**config.mk**
```make
export PLATFORM = sky130hd
export DESIGN_NAME = scaled_window_correlation_top
export DESIGN_NICKNAME = d
export VERILOG_FILES = /design/src/rtl/scw_pkg.sv /design/src/rtl/scw_ctrl.sv /design/src/rtl/scw_dp.sv /design/src/rtl/scaled_window_correlation_top.sv
export SDC_FILE = /design/constraint.sdc
export NUM_CORES = 2
export LEC_CHECK = 0
export ABC_AREA = 1
export BUFFER_PORTS_ARGS = -buffer_cell sky130_fd_sc_hd__buf_2
export CAP_MARGIN = 20
export CELL_PAD_IN_SITES_DETAIL_PLACEMENT = 0
export CELL_PAD_IN_SITES_GLOBAL_PLACEMENT = 1
export CORE_MARGIN = 3
export CORE_UTILIZATION = 45
export DETAILED_ROUTE_END_ITERATION = 10
export PLACE_DENSITY = 0.77
export SYNTH_ARGS = -nofsm -noshare
export SYNTH_HDL_FRONTEND = slang
export SYNTH_HIERARCHICAL = 1
export SYNTH_SLANG_ARGS = --single-unit
```
**constraint.sdc**
```tcl
create_clock -name clk_i -period 8.1 [get_ports clk_i]
set_clock_uncertainty 0.2 [all_clocks]
set_input_delay 1.62 -clock clk_i [delete_from_list [all_inputs] [get_ports clk_i]]
set_output_delay 1.62 -clock clk_i [all_outputs]
set_load 0.03 [all_outputs]
```
**src/rtl/scw_pkg.sv**
```systemverilog
// Shared types, constants and sizing helpers for the scaled window correlator.
package scw_pkg;

  // Fixed field widths
  localparam int SAMPLE_BITS   = 16;
  localparam int TAP_BITS      = 16;
  localparam int CFG_TAPS      = 8;
  localparam int SCALE_BITS    = 8;
  localparam int RES_BITS      = 32;
  localparam int TAP_CNT_BITS  = 4;

  // Gain is scale/100 applied to a Q2.14 tap product
  localparam int SCALE_FRAC    = 14;

  // Divide by 100: x / 100 == (x * DIV_RECIP) >> DIV_SHIFT for any 32-bit x
  localparam int              DIV_NUM_W = 32;
  localparam logic [31:0]     DIV_RECIP = 32'h51EB_851F;
  localparam int              DIV_SHIFT = 37;

  // Saturation limits as magnitudes
  localparam logic [32:0] RES_POS_MAG = 33'h0_7FFF_FFFF;
  localparam logic [32:0] RES_NEG_MAG = 33'h0_8000_0000;

  // Defaults for top-level parameters
  localparam int DEF_MAX_TAPS  = 8;

  // Fixed-width window/tap index carried between controller and datapath
  localparam int IDX_W         = 5;

  // Configuration port
  localparam int CFG_IDX_W     = 4;
  localparam int CFG_DATA_W    = 64;

  typedef enum logic [CFG_IDX_W-1:0] {
    REG_TAP_COUNT = 4'd0,
    REG_SCALE     = 4'd1,
    REG_TAPS_LOW  = 4'd2,
    REG_TAPS_HIGH = 4'd3
  } cfg_reg_e;

  // Beat payloads
  typedef struct packed {
    logic signed [SAMPLE_BITS-1:0] sample;
    logic                          end_of_sequence;
  } in_beat_t;

  typedef struct packed {
    logic signed [RES_BITS-1:0] result_value;
    logic                       final_result;
  } out_beat_t;

  // Controller to datapath commands
  typedef struct packed {
    logic             shift_in;
    logic             clr_acc;
    logic             mac_en;
    logic [IDX_W-1:0] win_idx;
    logic [IDX_W-1:0] tap_idx;
    logic             scale_en;
    logic             div_load;
    logic             div_step;
    logic             load_out;
    logic             final_flag;
    logic             clear_hist;
  } scw_cmd_t;

  // Datapath to controller status
  typedef struct packed {
    logic out_free;
  } scw_stat_t;

  // Width of the count of taps, window positions and outputs
  function automatic int cnt_bits(int max_taps);
    return $clog2(max_taps + 1);
  endfunction

endpackage

```
**src/rtl/scw_ctrl.sv**
```systemverilog
// Sequencer: window bookkeeping, per-output MAC loop, scale, divide and output handoff.
module scw_ctrl import scw_pkg::*; #(
  parameter int MAX_TAPS = DEF_MAX_TAPS
) (
  input  logic                    clk_i,
  input  logic                    rst_ni,
  input  logic                    in_valid_i,
  output logic                    in_stall_o,
  input  logic                    eos_i,
  input  logic [TAP_CNT_BITS-1:0] tap_count_i,
  input  scw_stat_t               stat_i,
  output scw_cmd_t                cmd_o
);

  localparam int CW     = cnt_bits(MAX_TAPS);

  typedef enum logic [2:0] {
    S_IDLE,
    S_MAC,
    S_DRAIN,
    S_SCALE,
    S_DIVLD,
    S_DIV,
    S_OUT
  } state_e;

  state_e          state_q;
  logic [CW-1:0]   seen_q;
  logic [CW-1:0]   n_q;
  logic [CW-1:0]   cnt_q;
  logic [CW-1:0]   p_q;
  logic [CW-1:0]   k_q;
  logic            eos_q;

  logic            accept;
  logic [CW-1:0]   k_use;
  logic [CW-1:0]   held;
  logic [CW-1:0]   n_new;
  logic [CW-1:0]   cnt_new;
  logic [CW-1:0]   k_last;
  logic [CW-1:0]   win_j;
  logic            last_out;

  assign in_stall_o = (state_q != S_IDLE);
  assign accept     = in_valid_i && (state_q == S_IDLE);

  // Effective tap count, clamped to 1..MAX_TAPS
  always_comb begin
    if (tap_count_i == '0) begin
      k_use = CW'(1);
    end else if (32'(tap_count_i) > 32'(MAX_TAPS)) begin
      k_use = CW'(MAX_TAPS);
    end else begin
      k_use = CW'(tap_count_i);
    end
  end

  // Window length and number of outputs for the incoming beat
  assign held    = (seen_q > (k_use - CW'(1))) ? (k_use - CW'(1)) : seen_q;
  assign n_new   = held + CW'(1);
  assign cnt_new = eos_i ? n_new : ((n_new == k_use) ? CW'(1) : '0);

  // Terms of output p run k = 0 .. n-p-1; sample index counts back from newest
  assign k_last   = n_q - p_q - CW'(1);
  assign win_j    = n_q - CW'(1) - p_q - k_q;
  assign last_out = ((p_q + CW'(1)) == cnt_q);

  // Datapath commands
  always_comb begin
    cmd_o          = '0;
    cmd_o.win_idx  = IDX_W'(win_j);
    cmd_o.tap_idx  = IDX_W'(k_q);
    case (state_q)
      S_IDLE:  cmd_o.shift_in = accept;
      S_MAC: begin
        cmd_o.mac_en  = 1'b1;
        cmd_o.clr_acc = (k_q == '0);
      end
      S_DRAIN: cmd_o.mac_en = 1'b0;
      S_SCALE: cmd_o.scale_en = 1'b1;
      S_DIVLD: cmd_o.div_load = 1'b1;
      S_DIV:   cmd_o.div_step = 1'b1;
      S_OUT: begin
        cmd_o.load_out   = stat_i.out_free;
        cmd_o.final_flag = eos_q && last_out;
        cmd_o.clear_hist = stat_i.out_free && eos_q && last_out;
      end
      default: cmd_o = '0;
    endcase
  end

  // State and counters
  always_ff @(posedge clk_i or negedge rst_ni) begin
    if (!rst_ni) begin
      state_q <= S_IDLE;
      seen_q  <= '0;
      n_q     <= '0;
      cnt_q   <= '0;
      p_q     <= '0;
      k_q     <= '0;
      eos_q   <= 1'b0;
    end else begin
      case (state_q)
        S_IDLE: begin
          if (accept) begin
            n_q   <= n_new;
            cnt_q <= cnt_new;
            eos_q <= eos_i;
            p_q   <= '0;
            k_q   <= '0;
            if (eos_i) begin
              seen_q <= '0;
            end else if (32'(seen_q) < (MAX_TAPS - 1)) begin
              seen_q <= seen_q + CW'(1);
            end
            if (cnt_new != '0) begin
              state_q <= S_MAC;
            end
          end
        end
        S_MAC: begin
          if (k_q == k_last) begin
            state_q <= S_DRAIN;
          end else begin
            k_q <= k_q + CW'(1);
          end
        end
        S_DRAIN: state_q <= S_SCALE;
        S_SCALE: state_q <= S_DIVLD;
        S_DIVLD: state_q <= S_DIV;
        S_DIV:   state_q <= S_OUT;
        S_OUT: begin
          if (stat_i.out_free) begin
            if (last_out) begin
              state_q <= S_IDLE;
            end else begin
              p_q     <= p_q + CW'(1);
              k_q     <= '0;
              state_q <= S_MAC;
            end
          end
        end
        default: state_q <= S_IDLE;
      endcase
    end
  end

endmodule

```
**src/rtl/scw_dp.sv**
```systemverilog
// Datapath: sample window, tap MAC, percent scaling, divide by 100, saturation, output register.
module scw_dp import scw_pkg::*; #(
  parameter int MAX_TAPS = DEF_MAX_TAPS
) (
  input  logic                  clk_i,
  input  logic                  rst_ni,
  input  scw_cmd_t              cmd_i,
  output scw_stat_t             stat_o,
  input  logic [SAMPLE_BITS-1:0] sample_i,
  input  logic [SCALE_BITS-1:0] scale_i,
  input  logic [CFG_DATA_W-1:0] taps_low_i,
  input  logic [CFG_DATA_W-1:0] taps_high_i,
  output logic                  out_valid_o,
  input  logic                  out_stall_i,
  output out_beat_t             out_beat_o
);

  localparam int IW     = (MAX_TAPS > 1) ? $clog2(MAX_TAPS) : 1;
  localparam int PROD_W = SAMPLE_BITS + TAP_BITS;
  localparam int ACC_W  = PROD_W + cnt_bits(MAX_TAPS);
  localparam int SCL_W  = ACC_W + SCALE_BITS + 1;
  localparam int RP_W   = DIV_NUM_W + 32;
  localparam int QUO_W  = RP_W - DIV_SHIFT;
  localparam int QX_W   = 33;

  // Pick tap k from the packed registers; taps past the eighth are zero
  function automatic logic signed [TAP_BITS-1:0] tap_pick(
    input logic [CFG_DATA_W-1:0] lo,
    input logic [CFG_DATA_W-1:0] hi,
    input logic [IDX_W-1:0]      k
  );
    logic [CFG_DATA_W-1:0] word;
    word = k[2] ? hi : lo;
    if (32'(k) >= CFG_TAPS) begin
      return '0;
    end
    return word[TAP_BITS*k[1:0] +: TAP_BITS];
  endfunction

  logic signed [SAMPLE_BITS-1:0] win_q [MAX_TAPS];
  logic signed [PROD_W-1:0]      prod_q;
  logic signed [PROD_W-1:0]      prod_d;
  logic                          prod_vld_q;
  logic signed [ACC_W-1:0]       acc_q;
  logic signed [SCL_W-1:0]       scl_q;
  logic signed [SCL_W-1:0]       scl_d;
  logic                          neg_q;
  logic [SCL_W-1:0]              mag;
  logic [DIV_NUM_W-1:0]          num_q;
  logic [RP_W-1:0]               recip_prod;
  logic [QUO_W-1:0]              quo_q;
  logic [QX_W-1:0]               q_ext;
  logic [RES_BITS-1:0]           res_d;
  logic                          out_valid_q;
  out_beat_t                     out_q;

  logic signed [SAMPLE_BITS-1:0] win_smp;
  logic signed [TAP_BITS-1:0]    tap_sel;
  logic signed [SCALE_BITS:0]    scale_s;

  // Sample window: entry 0 is the newest, the rest is history
  always_ff @(posedge clk_i or negedge rst_ni) begin
    if (!rst_ni) begin
      for (int i = 0; i < MAX_TAPS; i++) begin
        win_q[i] <= '0;
      end
    end else if (cmd_i.clear_hist) begin
      for (int i = 0; i < MAX_TAPS; i++) begin
        win_q[i] <= '0;
      end
    end else if (cmd_i.shift_in) begin
      win_q[0] <= sample_i;
      for (int i = 1; i < MAX_TAPS; i++) begin
        win_q[i] <= win_q[i-1];
      end
    end
  end

  // One product per cycle, registered ahead of the accumulator
  assign win_smp = win_q[cmd_i.win_idx[IW-1:0]];
  assign tap_sel = tap_pick(taps_low_i, taps_high_i, cmd_i.tap_idx);
  assign prod_d  = win_smp * tap_sel;

  always_ff @(posedge clk_i or negedge rst_ni) begin
    if (!rst_ni) begin
      prod_vld_q <= 1'b0;
    end else begin
      prod_vld_q <= cmd_i.mac_en;
    end
  end

  always_ff @(posedge clk_i) begin
    if (cmd_i.mac_en) begin
      prod_q <= prod_d;
    end
    if (cmd_i.clr_acc) begin
      acc_q <= '0;
    end else if (prod_vld_q) begin
      acc_q <= acc_q + {{(ACC_W-PROD_W){prod_q[PROD_W-1]}}, prod_q};
    end
  end

  // Percent gain
  assign scale_s = {1'b0, scale_i};
  assign scl_d   = acc_q * scale_s;

  always_ff @(posedge clk_i) begin
    if (cmd_i.scale_en) begin
      scl_q <= scl_d;
    end
  end

  // Magnitude, drop the Q2.14 fraction, then divide by 100 with a reciprocal multiply;
  // the magnitude after the shift always fits in 32 bits
  assign mag        = scl_q[SCL_W-1] ? SCL_W'(-scl_q) : SCL_W'(scl_q);
  assign recip_prod = RP_W'(num_q) * RP_W'(DIV_RECIP);

  always_ff @(posedge clk_i) begin
    if (cmd_i.div_load) begin
      neg_q <= scl_q[SCL_W-1];
      num_q <= DIV_NUM_W'(mag[SCL_W-1:SCALE_FRAC]);
    end
    if (cmd_i.div_step) begin
      quo_q <= recip_prod[RP_W-1:DIV_SHIFT];
    end
  end

  // Sign restore and saturation to 32 bits
  assign q_ext = QX_W'(quo_q);

  always_comb begin
    if (!neg_q) begin
      res_d = (q_ext > QX_W'(RES_POS_MAG)) ? RES_POS_MAG[RES_BITS-1:0] : q_ext[RES_BITS-1:0];
    end else if (q_ext > QX_W'(RES_NEG_MAG)) begin
      res_d = RES_NEG_MAG[RES_BITS-1:0];
    end else begin
      res_d = RES_BITS'(0) - q_ext[RES_BITS-1:0];
    end
  end

  // Output register: holds one beat until taken
  assign stat_o.out_free = !out_valid_q || !out_stall_i;

  always_ff @(posedge clk_i or negedge rst_ni) begin
    if (!rst_ni) begin
      out_valid_q <= 1'b0;
    end else if (cmd_i.load_out) begin
      out_valid_q <= 1'b1;
    end else if (!out_stall_i) begin
      out_valid_q <= 1'b0;
    end
  end

  always_ff @(posedge clk_i) begin
    if (cmd_i.load_out) begin
      out_q.result_value <= res_d;
      out_q.final_result <= cmd_i.final_flag;
    end
  end

  assign out_valid_o = out_valid_q;
  assign out_beat_o  = out_q;

endmodule

```
**src/rtl/scaled_window_correlation_top.sv**
```systemverilog
// Top level of the scaled window correlator: configuration registers, sequencer and datapath.
//
// Accepts one Q8.8 sample beat at a time and returns, per window position, the
// correlation with up to eight Q2.14 taps, scaled by scale_percent/100, truncated
// toward zero and saturated to 32 bits. A beat that produces no result is only
// accepted. For each result of a beat, the shared multiplier handles one tap per
// cycle, then the steps that follow drain the accumulator, apply the gain, take
// the magnitude, divide by 100 with a reciprocal multiply and load the result
// register. A stalled result register holds the sequencer in the load step until
// it frees. A final sample produces up to n results back to back this way, n
// being the window length in use. The input stalls while an item is in flight;
// the result register lets the next beat enter while the last result still
// waits. The user must write configuration only while idle; the block itself
// does not enforce this.
module scaled_window_correlation_top import scw_pkg::*; #(
  parameter int MAX_TAPS = DEF_MAX_TAPS
) (
  input  logic                  clk_i,
  input  logic                  rst_ni,
  input  logic                  in_valid_i,
  output logic                  in_stall_o,
  input  in_beat_t              in_beat_i,
  output logic                  out_valid_o,
  input  logic                  out_stall_i,
  output out_beat_t             out_beat_o,
  input  logic                  cfg_we_i,
  input  logic [CFG_IDX_W-1:0]  cfg_idx_i,
  input  logic [CFG_DATA_W-1:0] cfg_data_i
);

  logic [TAP_CNT_BITS-1:0] tap_count_q;
  logic [SCALE_BITS-1:0]   scale_q;
  logic [CFG_DATA_W-1:0]   taps_low_q;
  logic [CFG_DATA_W-1:0]   taps_high_q;

  scw_cmd_t  cmd;
  scw_stat_t stat;

  // Configuration registers
  always_ff @(posedge clk_i or negedge rst_ni) begin
    if (!rst_ni) begin
      tap_count_q <= TAP_CNT_BITS'(1);
      scale_q     <= SCALE_BITS'(100);
      taps_low_q  <= '0;
      taps_high_q <= '0;
    end else if (cfg_we_i) begin
      case (cfg_idx_i)
        REG_TAP_COUNT: tap_count_q <= cfg_data_i[TAP_CNT_BITS-1:0];
        REG_SCALE:     scale_q     <= cfg_data_i[SCALE_BITS-1:0];
        REG_TAPS_LOW:  taps_low_q  <= cfg_data_i;
        REG_TAPS_HIGH: taps_high_q <= cfg_data_i;
        default:       tap_count_q <= tap_count_q;
      endcase
    end
  end

  scw_ctrl #(
    .MAX_TAPS(MAX_TAPS)
  ) u_ctrl (
    .clk_i      (clk_i),
    .rst_ni     (rst_ni),
    .in_valid_i (in_valid_i),
    .in_stall_o (in_stall_o),
    .eos_i      (in_beat_i.end_of_sequence),
    .tap_count_i(tap_count_q),
    .stat_i     (stat),
    .cmd_o      (cmd)
  );

  scw_dp #(
    .MAX_TAPS(MAX_TAPS)
  ) u_dp (
    .clk_i      (clk_i),
    .rst_ni     (rst_ni),
    .cmd_i      (cmd),
    .stat_o     (stat),
    .sample_i   (in_beat_i.sample),
    .scale_i    (scale_q),
    .taps_low_i (taps_low_q),
    .taps_high_i(taps_high_q),
    .out_valid_o(out_valid_o),
    .out_stall_i(out_stall_i),
    .out_beat_o (out_beat_o)
  );

  // A result is never loaded over a beat that is still waiting
  assert property (@(posedge clk_i) disable iff (!rst_ni)
    cmd.load_out |-> stat.out_free)
    else $error("result loaded while output register busy");

  // Datapath steps are mutually exclusive
  assert property (@(posedge clk_i) disable iff (!rst_ni)
    $onehot0({cmd.mac_en, cmd.scale_en, cmd.div_load, cmd.div_step, cmd.load_out}))
    else $error("overlapping datapath commands");

  // While the input is open no computation is in flight
  assert property (@(posedge clk_i) disable iff (!rst_ni)
    !in_stall_o |-> !(cmd.mac_en || cmd.scale_en || cmd.div_step || cmd.load_out))
    else $error("datapath busy while accepting input");

  // History is cleared only with the last result of a sequence
  assert property (@(posedge clk_i) disable iff (!rst_ni)
    cmd.clear_hist |-> (cmd.load_out && cmd.final_flag))
    else $error("history cleared outside final result");

endmodule

```
==> metrics <==
DRC Markers=0; Synth Area per Inst=8.14 µm²; critical path class=flip-flop to flip-flop; ANT cells=0; Port-buffer cells=124; Tot GR Track Use=between 20% and 30%; Longest Clk Path Bufs=3; relative slew slack=30.0%; vias per inst=5.18; die height=about 380 µm; first-pass GRT wire length=around 300000 µm; Worst-path clk slew=~60 ps; CTS H-tree lvls=2; die area=147000 µm²; CTS Hold Bufs=0; Total Wirelength=192000 µm; Die X-Extent=approximately 380 µm; WP buf/inv=8; Final Hold Fails=0; Cells after Synth=approximately 7900; share of cells above drive strength 1=between 7 and 8%; cts bufs inserted=approximately 60; CP required=approximately 8300 ps; P&R area growth vs syn=8.62%; Hold WC Path Type=flip-flop to flip-flop; CP Launch Type=flip-flop; most used cell, CP=fa_1; total I/O pin count=between 100 and 150; Fill cells=about 14000; status=finished clean; max incr delay on CP=approximately 580 ps; PnR worst setup slack=about 320 ps; final-stage net count=between 9000 and 10000; fin. max-slew vios=0; CP top delay family=adder cells; syn_nets=about 9400; CTS tree=yes; area of the core=approximately 140000 µm²; synthesized area=approximately 64000 µm²; 1st-pass router iterations=6; clock sinks=a little under 500; peak fanout along the critical path=9; initial DRC count=~4000; Vias=roughly 51000; Synth Warn #=6; antenna viol nets, final=0; Routed WL per cell=around 19 µm; pin slew with the least headroom to its limit=~1100 ps; Slowest-stage cell, CP=fa_1; f_max=around 130 MHz; Worst-Skew Late Latency=between 600 and 700 ps; Root Driver=clkbuf_16; largest net degree at the start of global routing=approximately 170; hpwl dp=between 150000 and 200000 µm; period utilization=a little over nine tenths; Final Wtd Congestion=0.988; Initial Util=45.7%; Rows=roughly 140; initial antenna violation count=7; total grt overflow=0; RSZ-0062 raised after global routing=true; Worst setup EP type=flip-flop; vias in the first global route=about 52000; Placement Setup Slack=-31.0 ps; final setup vio count=0; max_cap viols=0; Arr. time, crit path=around 8000 ps; Final min period=7780 ps
## tightest hold or removal path, delay by kind of cell (launching register included)
kind	cells	cell delay, ps
AND/OR/NAND/NOR	2	100
flip-flops	1	340
## layout make-up
cell class | instances | area, µm² | area share [%]
multi-input combinational | 5278 | 43200 | 62.0
sequential | 492 | 12900 | 18.6
inverter | 1856 | 7010 | 10.1
tap | 1876 | 2350 | 3.37
timing repair buffer | 288 | 1970 | 2.83
clock buffer | 79 | 1640 | 2.36
clock inverter | 30 | 515 | 0.740
## timing repair
action | 4_1_cts | 5_1_grt
resized for setup | 6 | 79
buffers inserted | 0 | 11
setup endpoints to repair | 3 | 20
hold endpoints to repair | 0 | 0
pin swaps | 0 | 17
gates cloned | 0 | 2
## registers in the layout, summed over array words and instances, names as in the netlist, 25 cells and up
signal           flops
taps_high_q         64
taps_low_q          64
u_dp/acc_q          36
u_dp/num_q          31
u_dp/out_beat_o     28
u_dp/prod_q         32
u_dp/quo_q          25
u_dp/scl_q          45
u_dp/win_q         128
## stage by stage
| step | std cells | hold WS (ps) | area (µm²) | util, % | setup TNS, ps |
|---|---|---|---|---|---|
| after floorplan | 7874 | 224 | 64100 | - | 0 |
| after global placement | 9777 | 250 | 67100 | 47.8 | 0 |
| after detailed placement | 9777 | 254 | 67100 | 47.8 | -31.0 |
| after CTS | 9886 | 268 | 69200 | 49.3 | 0 |
| after global routing | 9899 | 286 | 69600 | 49.6 | -13.1 |
| final | 9899 | 267 | 69600 | 49.6 | 0 |
## routing by layer
| layer | up-vias | track usage [%] | part of all wire (%) |
|---|---|---|---|
| li1 | 24378 | - | - |
| met1 | 25457 | 38.8 | 47 |
| met2 | 1274 | 42.1 | 45 |
| met3 | 208 | 2.90 | 5.3 |
| met4 | 4 | 6.52 | 2.7 |
| met5 | - | 0 | 0.017 |
## cells in the final DEF, fill, tap and decap left out, drive strengths merged, types with 16 or more instances in the layout
cell type	instances
clkbuf	80
buf	287
nand2	1589
o31ai	41
o221ai	16
nand3	258
dfxtp	36
nor4	16
edfxtp	162
o21bai	39
o21ai	380
dfrtp	290
clkinv	20
nand4	177
a31oi	24
a21o	18
xnor2	62
nor3	56
fa	864
a21oi	282
ha	610
xor2	113
nor2	675
inv	1857
## final timing paths
kind | from | endpoint | slack (ps) | cells past startpoint
setup / recovery | u_ctrl/n_q[1] | u_dp/prod_q[22] | 320 | 29
hold / removal | taps_low_q[0] | taps_low_q[0] | 270 | 2
setup reg to reg | u_ctrl/n_q[1] | u_dp/prod_q[22] | 320 | 29
hold reg to reg | taps_low_q[0] | taps_low_q[0] | 270 | 2
max in group asynchronous | rst_ni | u_dp/win_q[39] | 5210 | 2
min in group asynchronous | rst_ni | taps_low_q[41] | 900 | 1
Power is not shown: default switching activity piles up to over one toggle a cycle in this logic, so the estimate is an artifact.
